===== src/ssp_pkg.sv =====
`timescale 1ns / 1ps
// ---------------------------------------------------------------------------
// ssp_pkg: shared types and constants for the stock span stream
// Word formats on both channels, stack entry format and memory port bundle.
// ---------------------------------------------------------------------------
package ssp_pkg;

	localparam int STACK_DEPTH = 256;
	localparam int PTR_W       = (STACK_DEPTH > 1) ? $clog2(STACK_DEPTH) : 1;
	localparam int CNT_W       = $clog2(STACK_DEPTH + 1);

	localparam logic [PTR_W-1:0] PTR_MAX  = PTR_W'(STACK_DEPTH - 1);
	localparam logic [CNT_W-1:0] CNT_FULL = CNT_W'(STACK_DEPTH);

	typedef struct packed {
		logic signed [31:0] price;
		logic               last_day;
	} item_t;

	typedef struct packed {
		logic [31:0] span;
		logic        history_lost;
	} result_t;

	typedef struct packed {
		logic signed [31:0] price;
		logic        [31:0] span;
	} entry_t;

	typedef struct packed {
		logic             rd_en;
		logic [PTR_W-1:0] rd_addr;
		logic             wr_en;
		logic [PTR_W-1:0] wr_addr;
		entry_t           wr_data;
	} ram_req_t;

	typedef struct packed {
		logic    valid;
		result_t result;
	} push_t;

endpackage


===== src/ssp_ctrl.sv =====
`timescale 1ns / 1ps
`default_nettype none
// ---------------------------------------------------------------------------
// ssp_ctrl: span walk sequencer
// Pops lower-priced entries one per cycle, then pushes the new pair on a
// circular stack whose oldest entry is overwritten when full.
// ---------------------------------------------------------------------------
module ssp_ctrl (
	input  wire logic              clk,
	input  wire logic              arst_n,
	input  wire ssp_pkg::item_t    item,
	input  wire logic              item_valid,
	output      logic              item_stall,
	input  wire logic              res_free,
	output      ssp_pkg::push_t    push,
	output      ssp_pkg::ram_req_t ram_req,
	input  wire ssp_pkg::entry_t   rd_data
);

	localparam logic [1:0] ST_IDLE = 2'd0;
	localparam logic [1:0] ST_WALK = 2'd1;
	localparam logic [1:0] ST_PUSH = 2'd2;

	logic [1:0]                  state_q;
	logic [ssp_pkg::CNT_W-1:0]   count_q;
	logic [ssp_pkg::PTR_W-1:0]   top_q;
	logic                        lost_q;
	logic signed [31:0]          price_q;
	logic                        last_q;
	logic [31:0]                 span_q;

	logic                        accept;
	logic                        pop;
	logic                        push_go;
	logic                        full;
	logic                        lost_nxt;
	logic [ssp_pkg::CNT_W-1:0]   count_dec;
	logic [ssp_pkg::PTR_W-1:0]   top_dec;
	logic [ssp_pkg::PTR_W-1:0]   top_inc;
	logic [32:0]                 span_wide;
	logic [31:0]                 span_sum;

	always_comb begin
		accept    = item_valid && (state_q == ST_IDLE);
		pop       = (state_q == ST_WALK) && (price_q > rd_data.price);
		push_go   = (state_q == ST_PUSH) && res_free;
		full      = (count_q == ssp_pkg::CNT_FULL);
		lost_nxt  = lost_q | full;
		count_dec = count_q - ssp_pkg::CNT_W'(1);
		top_dec   = (top_q == '0) ? ssp_pkg::PTR_MAX : top_q - ssp_pkg::PTR_W'(1);
		top_inc   = (top_q == ssp_pkg::PTR_MAX) ? '0 : top_q + ssp_pkg::PTR_W'(1);
		// saturate the running span at the field maximum
		span_wide = {1'b0, span_q} + {1'b0, rd_data.span};
		span_sum  = span_wide[32] ? '1 : span_wide[31:0];
	end

	always_comb begin
		ram_req.rd_en         = (accept && (count_q != '0)) || (pop && (count_dec != '0));
		ram_req.rd_addr       = (state_q == ST_WALK) ? top_dec : top_q;
		ram_req.wr_en         = push_go;
		ram_req.wr_addr       = top_inc;
		ram_req.wr_data.price = price_q;
		ram_req.wr_data.span  = span_q;
	end

	assign push.valid               = push_go;
	assign push.result.span         = span_q;
	assign push.result.history_lost = lost_nxt;
	assign item_stall               = (state_q != ST_IDLE);

	always_ff @(posedge clk or negedge arst_n) begin
		if (!arst_n) begin
			state_q <= ST_IDLE;
			count_q <= '0;
			top_q   <= '0;
			lost_q  <= 1'b0;
		end else begin
			unique case (state_q)
				ST_IDLE: begin
					if (item_valid) begin
						state_q <= (count_q != '0) ? ST_WALK : ST_PUSH;
					end
				end
				ST_WALK: begin
					if (pop) begin
						count_q <= count_dec;
						top_q   <= top_dec;
						if (count_dec == '0) begin
							state_q <= ST_PUSH;
						end
					end else begin
						state_q <= ST_PUSH;
					end
				end
				ST_PUSH: begin
					if (res_free) begin
						top_q   <= top_inc;
						// a full stack overwrites its oldest entry, so the count holds
						if (last_q) begin
							count_q <= '0;
						end else if (!full) begin
							count_q <= count_q + ssp_pkg::CNT_W'(1);
						end
						lost_q  <= last_q ? 1'b0 : lost_nxt;
						state_q <= ST_IDLE;
					end
				end
				default: begin
					state_q <= ST_IDLE;
				end
			endcase
		end
	end

	always_ff @(posedge clk) begin
		if (accept) begin
			price_q <= item.price;
			last_q  <= item.last_day;
			span_q  <= 32'd1;
		end else if (pop) begin
			span_q  <= span_sum;
		end
	end

`ifndef SYNTH
	a_count_bound: assert property (@(posedge clk) disable iff (!arst_n)
		count_q <= ssp_pkg::CNT_FULL)
		else $error("stack count beyond depth");

	a_walk_nonempty: assert property (@(posedge clk) disable iff (!arst_n)
		(state_q == ST_WALK) |-> (count_q != '0))
		else $error("walk on empty stack");

	a_series_clear: assert property (@(posedge clk) disable iff (!arst_n)
		(push_go && last_q) |=> (count_q == '0) && !lost_q)
		else $error("stack not cleared after last day");

	a_no_rw_clash: assert property (@(posedge clk) disable iff (!arst_n)
		!(ram_req.rd_en && ram_req.wr_en))
		else $error("read and write in the same cycle");
`endif

endmodule
`default_nettype wire


===== config.mk =====
export PLATFORM = sky130hd
export DESIGN_NAME = ssp_ctrl
export DESIGN_NICKNAME = d
export VERILOG_FILES = /design/src/ssp_pkg.sv /design/src/ssp_ctrl.sv
export SDC_FILE = /design/constraint.sdc
export NUM_CORES = 1
export LEC_CHECK = 0
export ABC_AREA = 1
export BUFFER_PORTS_ARGS = -buffer_cell sky130_fd_sc_hd__buf_2
export CAP_MARGIN = 10
export CELL_PAD_IN_SITES_DETAIL_PLACEMENT = 0
export CELL_PAD_IN_SITES_GLOBAL_PLACEMENT = 1
export CORE_UTILIZATION = 39
export DETAILED_ROUTE_END_ITERATION = 12
export PLACE_DENSITY = 0.95
export SYNTH_ARGS = -nofsm -noshare
export SYNTH_HDL_FRONTEND = slang
export SYNTH_SLANG_ARGS = --single-unit

===== constraint.sdc =====
create_clock -name clk -period 5.5 [get_ports clk]
set_input_delay 0.825 -clock clk [delete_from_list [all_inputs] [get_ports clk]]
set_output_delay 0.825 -clock clk [all_outputs]
set_load 0.005 [all_outputs]

==> impl_metrics.prom, run 1 <==
# TYPE chip_impl_metric gauge
chip_impl_info{name="status",value="finished, final reports clean"} 1
chip_impl_metric{name="logic_depth_of_the_worst_path_buffers_included",unit=""} 8
chip_impl_metric{name="p_leak",unit="nW"} 4.725
chip_impl_metric{name="initial_utilization",unit=""} 0.3991
chip_impl_metric{name="slew_violations",unit=""} 0
chip_impl_metric{name="crit_path_max_fanout",unit=""} 58
chip_impl_metric{name="drt_pass1_iterations",unit=""} 5
chip_impl_metric{name="antenna_found_initial",unit=""} 0
chip_impl_metric{name="post_synth_inst_count",unit=""} 1071
chip_impl_info{name="crit_path_capture",value="count_q[5]"} 1
chip_impl_metric{name="portBuffers",unit=""} 217
chip_impl_metric{name="num_io_pins",unit=""} 218
chip_impl_metric{name="floorplan.die.height",unit="um"} 137.8
chip_impl_metric{name="register_to_register_setup_slack",unit="ps"} 1920
chip_impl_metric{name="cp_data_required_time",unit="ps"} 5750
chip_impl_metric{name="reg2reg_depth",unit=""} 8
chip_impl_metric{name="area_overhead_vs_synth",unit="%"} 18.26
chip_impl_metric{name="routed_wire_length_per_instance",unit="um"} 13.73
chip_impl_info{name="critical_path.slowest_cell",value="nand2_2"} 1
chip_impl_metric{name="numCtsBuffers",unit=""} 9
chip_impl_metric{name="whs",unit="ps"} 415.1
chip_impl_metric{name="synth-warning-count",unit=""} 0
chip_impl_metric{name="arrival",unit="ps"} 3830
chip_impl_info{name="capture_instance_of_the_worst_register_to_register_path",value="count_q[5]"} 1
chip_impl_metric{name="synth_fp_nets",unit=""} 1243
chip_impl_metric{name="avgSynthCellArea",unit="um^2"} 6.717
chip_impl_metric{name="fp.coreArea",unit="um^2"} 18020
chip_impl_metric{name="route.antenna.remaining_nets",unit=""} 0
chip_impl_metric{name="period_share",unit=""} 0.6509
chip_impl_metric{name="post_route_cells_drive_above_1_share",unit=""} 0.1968
chip_impl_metric{name="track_usage",unit=""} 0.2155
chip_impl_metric{name="worst_clock_skew",unit="ps"} 7.938
chip_impl_metric{name="first_global_vias",unit=""} 6552
chip_impl_metric{name="report.final.hold_viol_count",unit=""} 0
chip_impl_metric{name="vias",unit=""} 7203
chip_impl_metric{name="peak_supply_drop",unit="uV"} 266.6
chip_impl_metric{name="std_cell_rows",unit=""} 49
chip_impl_info{name="critPathTopFamily",value="simple AND/OR/NAND/NOR gates"} 1
chip_impl_metric{name="layout.filler_cells",unit=""} 1945
chip_impl_metric{name="num-nets-final",unit=""} 1417
chip_impl_info{name="final_common_cell",value="nand2_1"} 1
chip_impl_info{name="critical_path.most_common_cell",value="nand2_1"} 1
chip_impl_info{name="layout.cells.most_common_list",value="nand2_1, buf_2, inv_1, nor2_1, ha_1"} 1
chip_impl_info{name="worstPathCellList",value="nor2_1 -> inv_1 -> a21oi_2 -> nand3_4 -> nand2_2 -> nand2_1 -> nand2_1 -> nand2_1"} 1
chip_impl_metric{name="hpwl",unit="mm"} 16.12
chip_impl_metric{name="finalCriticalPeriod",unit="ps"} 3580
chip_impl_metric{name="gpl.final_weighted_congestion",unit=""} 0.9075
chip_impl_metric{name="drv.max_cap_violation_count",unit=""} 0
chip_impl_metric{name="timing_worst_slew_pin_value",unit="ps"} 1099
chip_impl_metric{name="post-cts-setup-buffer-count",unit=""} 0
chip_impl_metric{name="fp.dieArea",unit="um^2"} 18990
chip_impl_metric{name="clk_latency",unit="ps"} 360
chip_impl_metric{name="synth_sequential_area_ratio",unit=""} 0.2963
chip_impl_info{name="worst_setup_path_start_kind",value="flip-flop"} 1
chip_impl_metric{name="detail_route.drc_violations",unit=""} 0
chip_impl_metric{name="route.detailed.vias_per_inst",unit=""} 4.870
chip_impl_metric{name="cts_resized",unit=""} 0
chip_impl_metric{name="critical_path.n_buffers_inverters",unit=""} 1
chip_impl_info{name="end_kind",value="flip-flop"} 1
chip_impl_metric{name="grt_pass1_wl",unit="mm"} 31.90
chip_impl_metric{name="hold_buffers",unit=""} 0
chip_impl_info{name="tritoncts",value="built"} 1
chip_impl_metric{name="grt_start_max_net_pins",unit=""} 59
chip_impl_metric{name="max_clock_freq",unit="MHz"} 279.3
chip_impl_metric{name="async_set_or_reset_register_ratio_after_synthesis",unit=""} 0.2353
chip_impl_metric{name="grt_overflow",unit=""} 0
chip_impl_metric{name="antenna_cells",unit=""} 0
chip_impl_metric{name="wirelength_routed",unit="mm"} 20.30
chip_impl_info{name="ctsRootBufferMaster",value="clkbuf_16"} 1
chip_impl_metric{name="htree_num_levels",unit=""} 3
chip_impl_info{name="criticalPathCategory",value="flip-flop to flip-flop"} 1
chip_impl_metric{name="dr.first_iter.drc_count",unit=""} 323
chip_impl_metric{name="setup_viol",unit=""} 0
chip_impl_info{name="rsz0062_at_grt",value="no"} 1
chip_impl_info{name="most_common_flop_cell_mapped_by_yosys",value="edfxtp_1"} 1
chip_impl_metric{name="power_density_of_the_placed_cells",unit="nW/um^2"} 489.9
chip_impl_metric{name="die_x",unit="um"} 137.8
chip_impl_info{name="hold_class",value="input port to asynchronous set/reset pin"} 1
chip_impl_metric{name="fin_tns_setup",unit="ps"} 0
chip_impl_info{name="startpoint_of_the_lowest_slack_register_to_register_path",value="state_q[1]"} 1
chip_impl_metric{name="synth_area",unit="um^2"} 7194
chip_impl_metric{name="critical-path-max-stage-delay",unit="ps"} 630
chip_impl_metric{name="synth-edff-count",unit=""} 33
chip_impl_metric{name="synthDistinctLibCells",unit=""} 40
chip_impl_metric{name="final_core_utilization",unit=""} 0.4720
chip_impl_info{name="worst_setup_path_startpoint",value="state_q[1]"} 1
chip_impl_metric{name="worst_slew_margin_rel",unit=""} 0.2669
chip_impl_metric{name="clock_sink_count",unit=""} 85
chip_impl_metric{name="synth_seq_cells",unit=""} 85
chip_impl_metric{name="cts_buffer_depth",unit=""} 2
chip_impl_metric{name="cts.clk_slew.worst_paths",unit="ps"} 80
[worst min path at each step]
stage	startpoint	end	slack, ps
after global routing	arst_n	count_q[1]	440
final	arst_n	count_q[2]	420
after floorplan	count_q[8]	count_q[8]	480
after CTS	arst_n	top_q[6]	430
after detailed placement	count_q[7]	count_q[7]	520
after global placement	count_q[7]	count_q[7]	510
[kinds of logic after synthesis]
logic type                 synth area share
DFF                                  0.2963
buffers and inverters                0.1381
xor gates and xnor gates            0.03652
AOI/OAI and AO/OA                    0.1026
and+or+nand+nor                      0.3019
adders and majority gates            0.1245
[per-stage QoR]
| step | instance area [um^2] | power (W) | worst slack [ps] | instances |
|---|---|---|---|---|
| after floorplan | 7194 | 0.002888 | 1848 | 1071 |
| after global placement | 8204 | 0.003494 | 1689 | 1463 |
| after detailed placement | 8204 | 0.003537 | 1576 | 1463 |
| after CTS | 8508 | 0.004193 | 1888 | 1479 |
| after global routing | 8508 | 0.004607 | 1355 | 1479 |
| final | 8508 | 0.004168 | 1920 | 1479 |
[cell type report]
cell class	count	area [um^2]	area share
Clock buffer	9	225.2	0.02647
Clock inverter	7	78.83	0.009265
Inverter	164	615.6	0.07235
Multi-Input combinational cell	767	4076	0.4791
Sequential cell	85	2132	0.2506
Tap cell	229	286.5	0.03368
Timing Repair Buffer	218	1094	0.1285
[power breakdown]
group	internal, W	leakage (nW)	total (W)	switching, W
registers	0.000882	0.831	0.00110	0.000214
logic	0.000921	3.74	0.00244	0.00152
clock network	0.000324	0.150	0.000634	0.000310
[registers in the layout, indices dropped and copies added, names as in the netlist]
name and cells:
top_q 8, count_q 9, state_q 2, span_q 32
lost_q 1, price_q 32, last_q 1
[routing by layer]
layer | track usage | vias to the layer above | wire length, um
met5 | 0 | - | 0
met4 | 0.06461 | 0 | 395
met3 | 0.02907 | 28 | 877
met2 | 0.3663 | 191 | 9706
met1 | 0.2823 | 3253 | 9324
li1 | - | 3731 | -
[worst register-to-register path, stage by stage, from the launching register on]
cell and delay (ps):
dfrtp_1 410, nor2_1 590, inv_1 320, a21oi_2 450
nand3_4 560, nand2_2 630, nand2_1 320, nand2_1 130
nand2_1 70
[synth_stat cells, drive strengths merged (2+ instances only)]
library cell	number	area (um^2)
o21a	5	37.54
nand3	51	272.8
nor3	26	130.1
a21o	2	15.01
o21bai	3	22.52
nand3b	3	22.52
o21ai	57	289.0
clkbuf	10	37.54
inv	164	615.6
nand4	13	81.33
dfrtp	20	500.5
xor2	24	210.2
a21oi	58	294.0
xnor2	6	52.55
buf	45	340.3
o211ai	2	15.01
edfxtp	33	991.0
ha	70	875.8
nor2	126	478.0
dfxtp	32	640.6
nor3b	2	15.01
nand2	307	1160
o22ai	5	31.28
No activity file was read; power rests on OpenSTA's default activity.
==> inputs of run 2 (changes only) <==
- CORE_UTILIZATION: 39 -> 37
- PLACE_DENSITY: 0.95 -> 0.94
- clock period: 5.5 -> 3.69 ns (I/O delays scaled with it)
==> impl_metrics.prom, run 2 (synthesis gave the netlist of run 1 again) <==
# TYPE chip_impl_metric gauge
chip_impl_metric{name="htree_num_levels",unit=""} 3
chip_impl_metric{name="antenna_found_initial",unit=""} 1
chip_impl_metric{name="layout.filler_cells",unit=""} 2015
chip_impl_metric{name="register_to_register_setup_slack",unit="ps"} 920
chip_impl_metric{name="die_x",unit="um"} 141.4
chip_impl_info{name="final_common_cell",value="nand2_1"} 1
chip_impl_metric{name="preCtsSetupSlack",unit="ps"} 636.2
chip_impl_metric{name="clk_latency",unit="ps"} 360
chip_impl_info{name="layout_top_registers",value="price_q (32), span_q (32), count_q (9)"} 1
chip_impl_info{name="startpoint_of_the_lowest_slack_register_to_register_path",value="price_q[31]"} 1
chip_impl_metric{name="cts_resized",unit=""} 0
chip_impl_info{name="capture_instance_of_the_worst_register_to_register_path",value="span_q[16]"} 1
chip_impl_metric{name="post_route_cells_drive_above_1_share",unit=""} 0.1987
chip_impl_metric{name="route.detailed.vias_per_inst",unit=""} 4.704
chip_impl_metric{name="reg2reg_depth",unit=""} 12
chip_impl_metric{name="grt_overflow",unit=""} 0
chip_impl_metric{name="portBuffers",unit=""} 217
chip_impl_metric{name="period_share",unit=""} 0.8412
chip_impl_metric{name="finalCriticalPeriod",unit="ps"} 3104
chip_impl_metric{name="hold_buffers",unit=""} 0
chip_impl_metric{name="hpwl",unit="mm"} 16.37
chip_impl_metric{name="vias",unit=""} 7122
chip_impl_metric{name="peak_supply_drop",unit="uV"} 467.4
chip_impl_metric{name="routed_wire_length_per_instance",unit="um"} 13.57
chip_impl_metric{name="first_global_vias",unit=""} 6452
chip_impl_metric{name="final_non_filler_cell_total",unit=""} 1514
chip_impl_metric{name="initial_utilization",unit=""} 0.3808
chip_impl_metric{name="std_cell_rows",unit=""} 50
chip_impl_metric{name="drv.max_cap_violation_count",unit=""} 0
chip_impl_metric{name="floorplan.die.height",unit="um"} 141.4
chip_impl_metric{name="fin_tns_setup",unit="ps"} 0
chip_impl_metric{name="area_overhead_vs_synth",unit="%"} 18.87
chip_impl_metric{name="dr.first_iter.drc_count",unit=""} 420
chip_impl_metric{name="numCtsBuffers",unit=""} 9
chip_impl_metric{name="crit_path_max_fanout",unit=""} 5
chip_impl_metric{name="detail_route.drc_violations",unit=""} 0
chip_impl_info{name="worst_setup_path_start_kind",value="flip-flop"} 1
chip_impl_metric{name="max_clock_freq",unit="MHz"} 322.2
chip_impl_metric{name="cts.clk_slew.worst_paths",unit="ps"} 80
chip_impl_metric{name="worst_clock_skew",unit="ps"} 9.246
chip_impl_metric{name="arrival",unit="ps"} 2550
chip_impl_metric{name="timing_worst_slew_pin_value",unit="ps"} 1083
chip_impl_metric{name="worst_slack",unit="ps"} 586.1
chip_impl_metric{name="grt_pass1_wl",unit="mm"} 33.01
chip_impl_metric{name="fp.dieArea",unit="um^2"} 20010
chip_impl_metric{name="num_io_pins",unit=""} 218
chip_impl_info{name="tritoncts",value="built"} 1
chip_impl_metric{name="cp_data_required_time",unit="ps"} 3140
chip_impl_info{name="rsz0062_at_grt",value="no"} 1
chip_impl_metric{name="gpl.final_weighted_congestion",unit=""} 0.9073
chip_impl_metric{name="report.final.hold_viol_count",unit=""} 0
chip_impl_metric{name="setup_viol",unit=""} 0
chip_impl_metric{name="slew_violations",unit=""} 0
chip_impl_info{name="layout.cells.most_common_list",value="nand2_1, buf_2, inv_1, nor2_1, ha_1"} 1
chip_impl_metric{name="final_core_utilization",unit=""} 0.4526
chip_impl_info{name="end_kind",value="output port"} 1
chip_impl_info{name="status",value="finished, final reports clean"} 1
chip_impl_metric{name="route.antenna.remaining_nets",unit=""} 0
chip_impl_metric{name="numPlacedInstances",unit=""} 1497
chip_impl_metric{name="drt_pass1_iterations",unit=""} 4
chip_impl_info{name="ctsRootBufferMaster",value="clkbuf_16"} 1
chip_impl_metric{name="fp.coreArea",unit="um^2"} 18890
chip_impl_metric{name="p_leak",unit="nW"} 4.734
chip_impl_metric{name="post-cts-setup-buffer-count",unit=""} 0
chip_impl_metric{name="track_usage",unit=""} 0.2098
chip_impl_info{name="criticalPathCategory",value="flip-flop to output port"} 1
chip_impl_metric{name="num-nets-final",unit=""} 1420
chip_impl_metric{name="grt_start_max_net_pins",unit=""} 37
chip_impl_info{name="hold_class",value="input port to asynchronous set/reset pin"} 1
chip_impl_metric{name="cts_buffer_depth",unit=""} 2
chip_impl_metric{name="clock_sink_count",unit=""} 85
chip_impl_metric{name="worst_slew_margin_rel",unit=""} 0.2773
chip_impl_metric{name="wirelength_routed",unit="mm"} 20.54
chip_impl_metric{name="power_density_of_the_placed_cells",unit="nW/um^2"} 724.5
run 2: cell count changes in the layout (fill, tap and decap cells not counted):
cell / delta
buf_4: +3
clkinv_2: +2
clkinv_8: -2
clkinv_4: +1
diode_2: +1
inv_4: -1
run 2: per-layer routing:
layer | vias to the layer above | part of all wire | GRT usage | wire [um]
met5 | - | 0 | 0 | 0
met4 | 0 | 0.020 | 0.06282 | 420
met3 | 30 | 0.039 | 0.02801 | 811
met2 | 156 | 0.45 | 0.3369 | 9315
met1 | 3206 | 0.49 | 0.2929 | 9993
li1 | 3730 | - | - | -
run 2: critical path, cell delays in order, from the launching register on:
cell and delay (ps):
dfrtp_1 440, inv_1 140, ha_1 200, nand2_1 60, nor2_1 220, nand4_1 240, nor2_1 200, inv_1 80
nand2_1 80, nand4_1 100, nand4_1 150, nand2_1 120, buf_2 150
run 2: cell type report:
cell class / count / area, um^2 / share of cell area
Multi-Input combinational cell: 767 / 4076 / 0.4767
Sequential cell: 85 / 2132 / 0.2493
Timing Repair Buffer: 221 / 1116 / 0.1305
Inverter: 164 / 615.6 / 0.07198
Tap cell: 260 / 325.3 / 0.03804
Clock buffer: 9 / 225.2 / 0.02634
Clock inverter: 7 / 58.81 / 0.006876
Antenna cell: 1 / 2.502 / 0.0002926
run 2: worst max-delay path by stage:
stage	start	to	slack (ps)	depth (start not counted)
2_1_floorplan	item_valid	ram_req[81]	580	4
3_5_place_dp	rd_data[55]	span_q[16]	640	13
5_1_grt	count_q[0]	ram_req[81]	410	12
3_3_place_gp	rd_data[57]	span_q[16]	640	14
6_report	count_q[0]	ram_req[81]	590	12
4_1_cts	count_q[0]	ram_req[81]	620	12
run 2: power breakdown:
group / switching, W / total, W / internal [W]
clock: 0.000448 / 0.000917 / 0.000470
combinational: 0.00226 / 0.00365 / 0.00139
sequential: 0.000313 / 0.00163 / 0.00132
run 2: stage by stage:
step | power, W | instance area [um^2] | hold WS, ps
5_1_grt | 0.006842 | 8552 | 174.5
3_3_place_gp | 0.005244 | 8265 | 505.7
2_1_floorplan | 0.004304 | 7194 | 257.9
3_5_place_dp | 0.005296 | 8265 | 519.3
6_report | 0.006196 | 8552 | 150.7
4_1_cts | 0.006233 | 8549 | 165.9
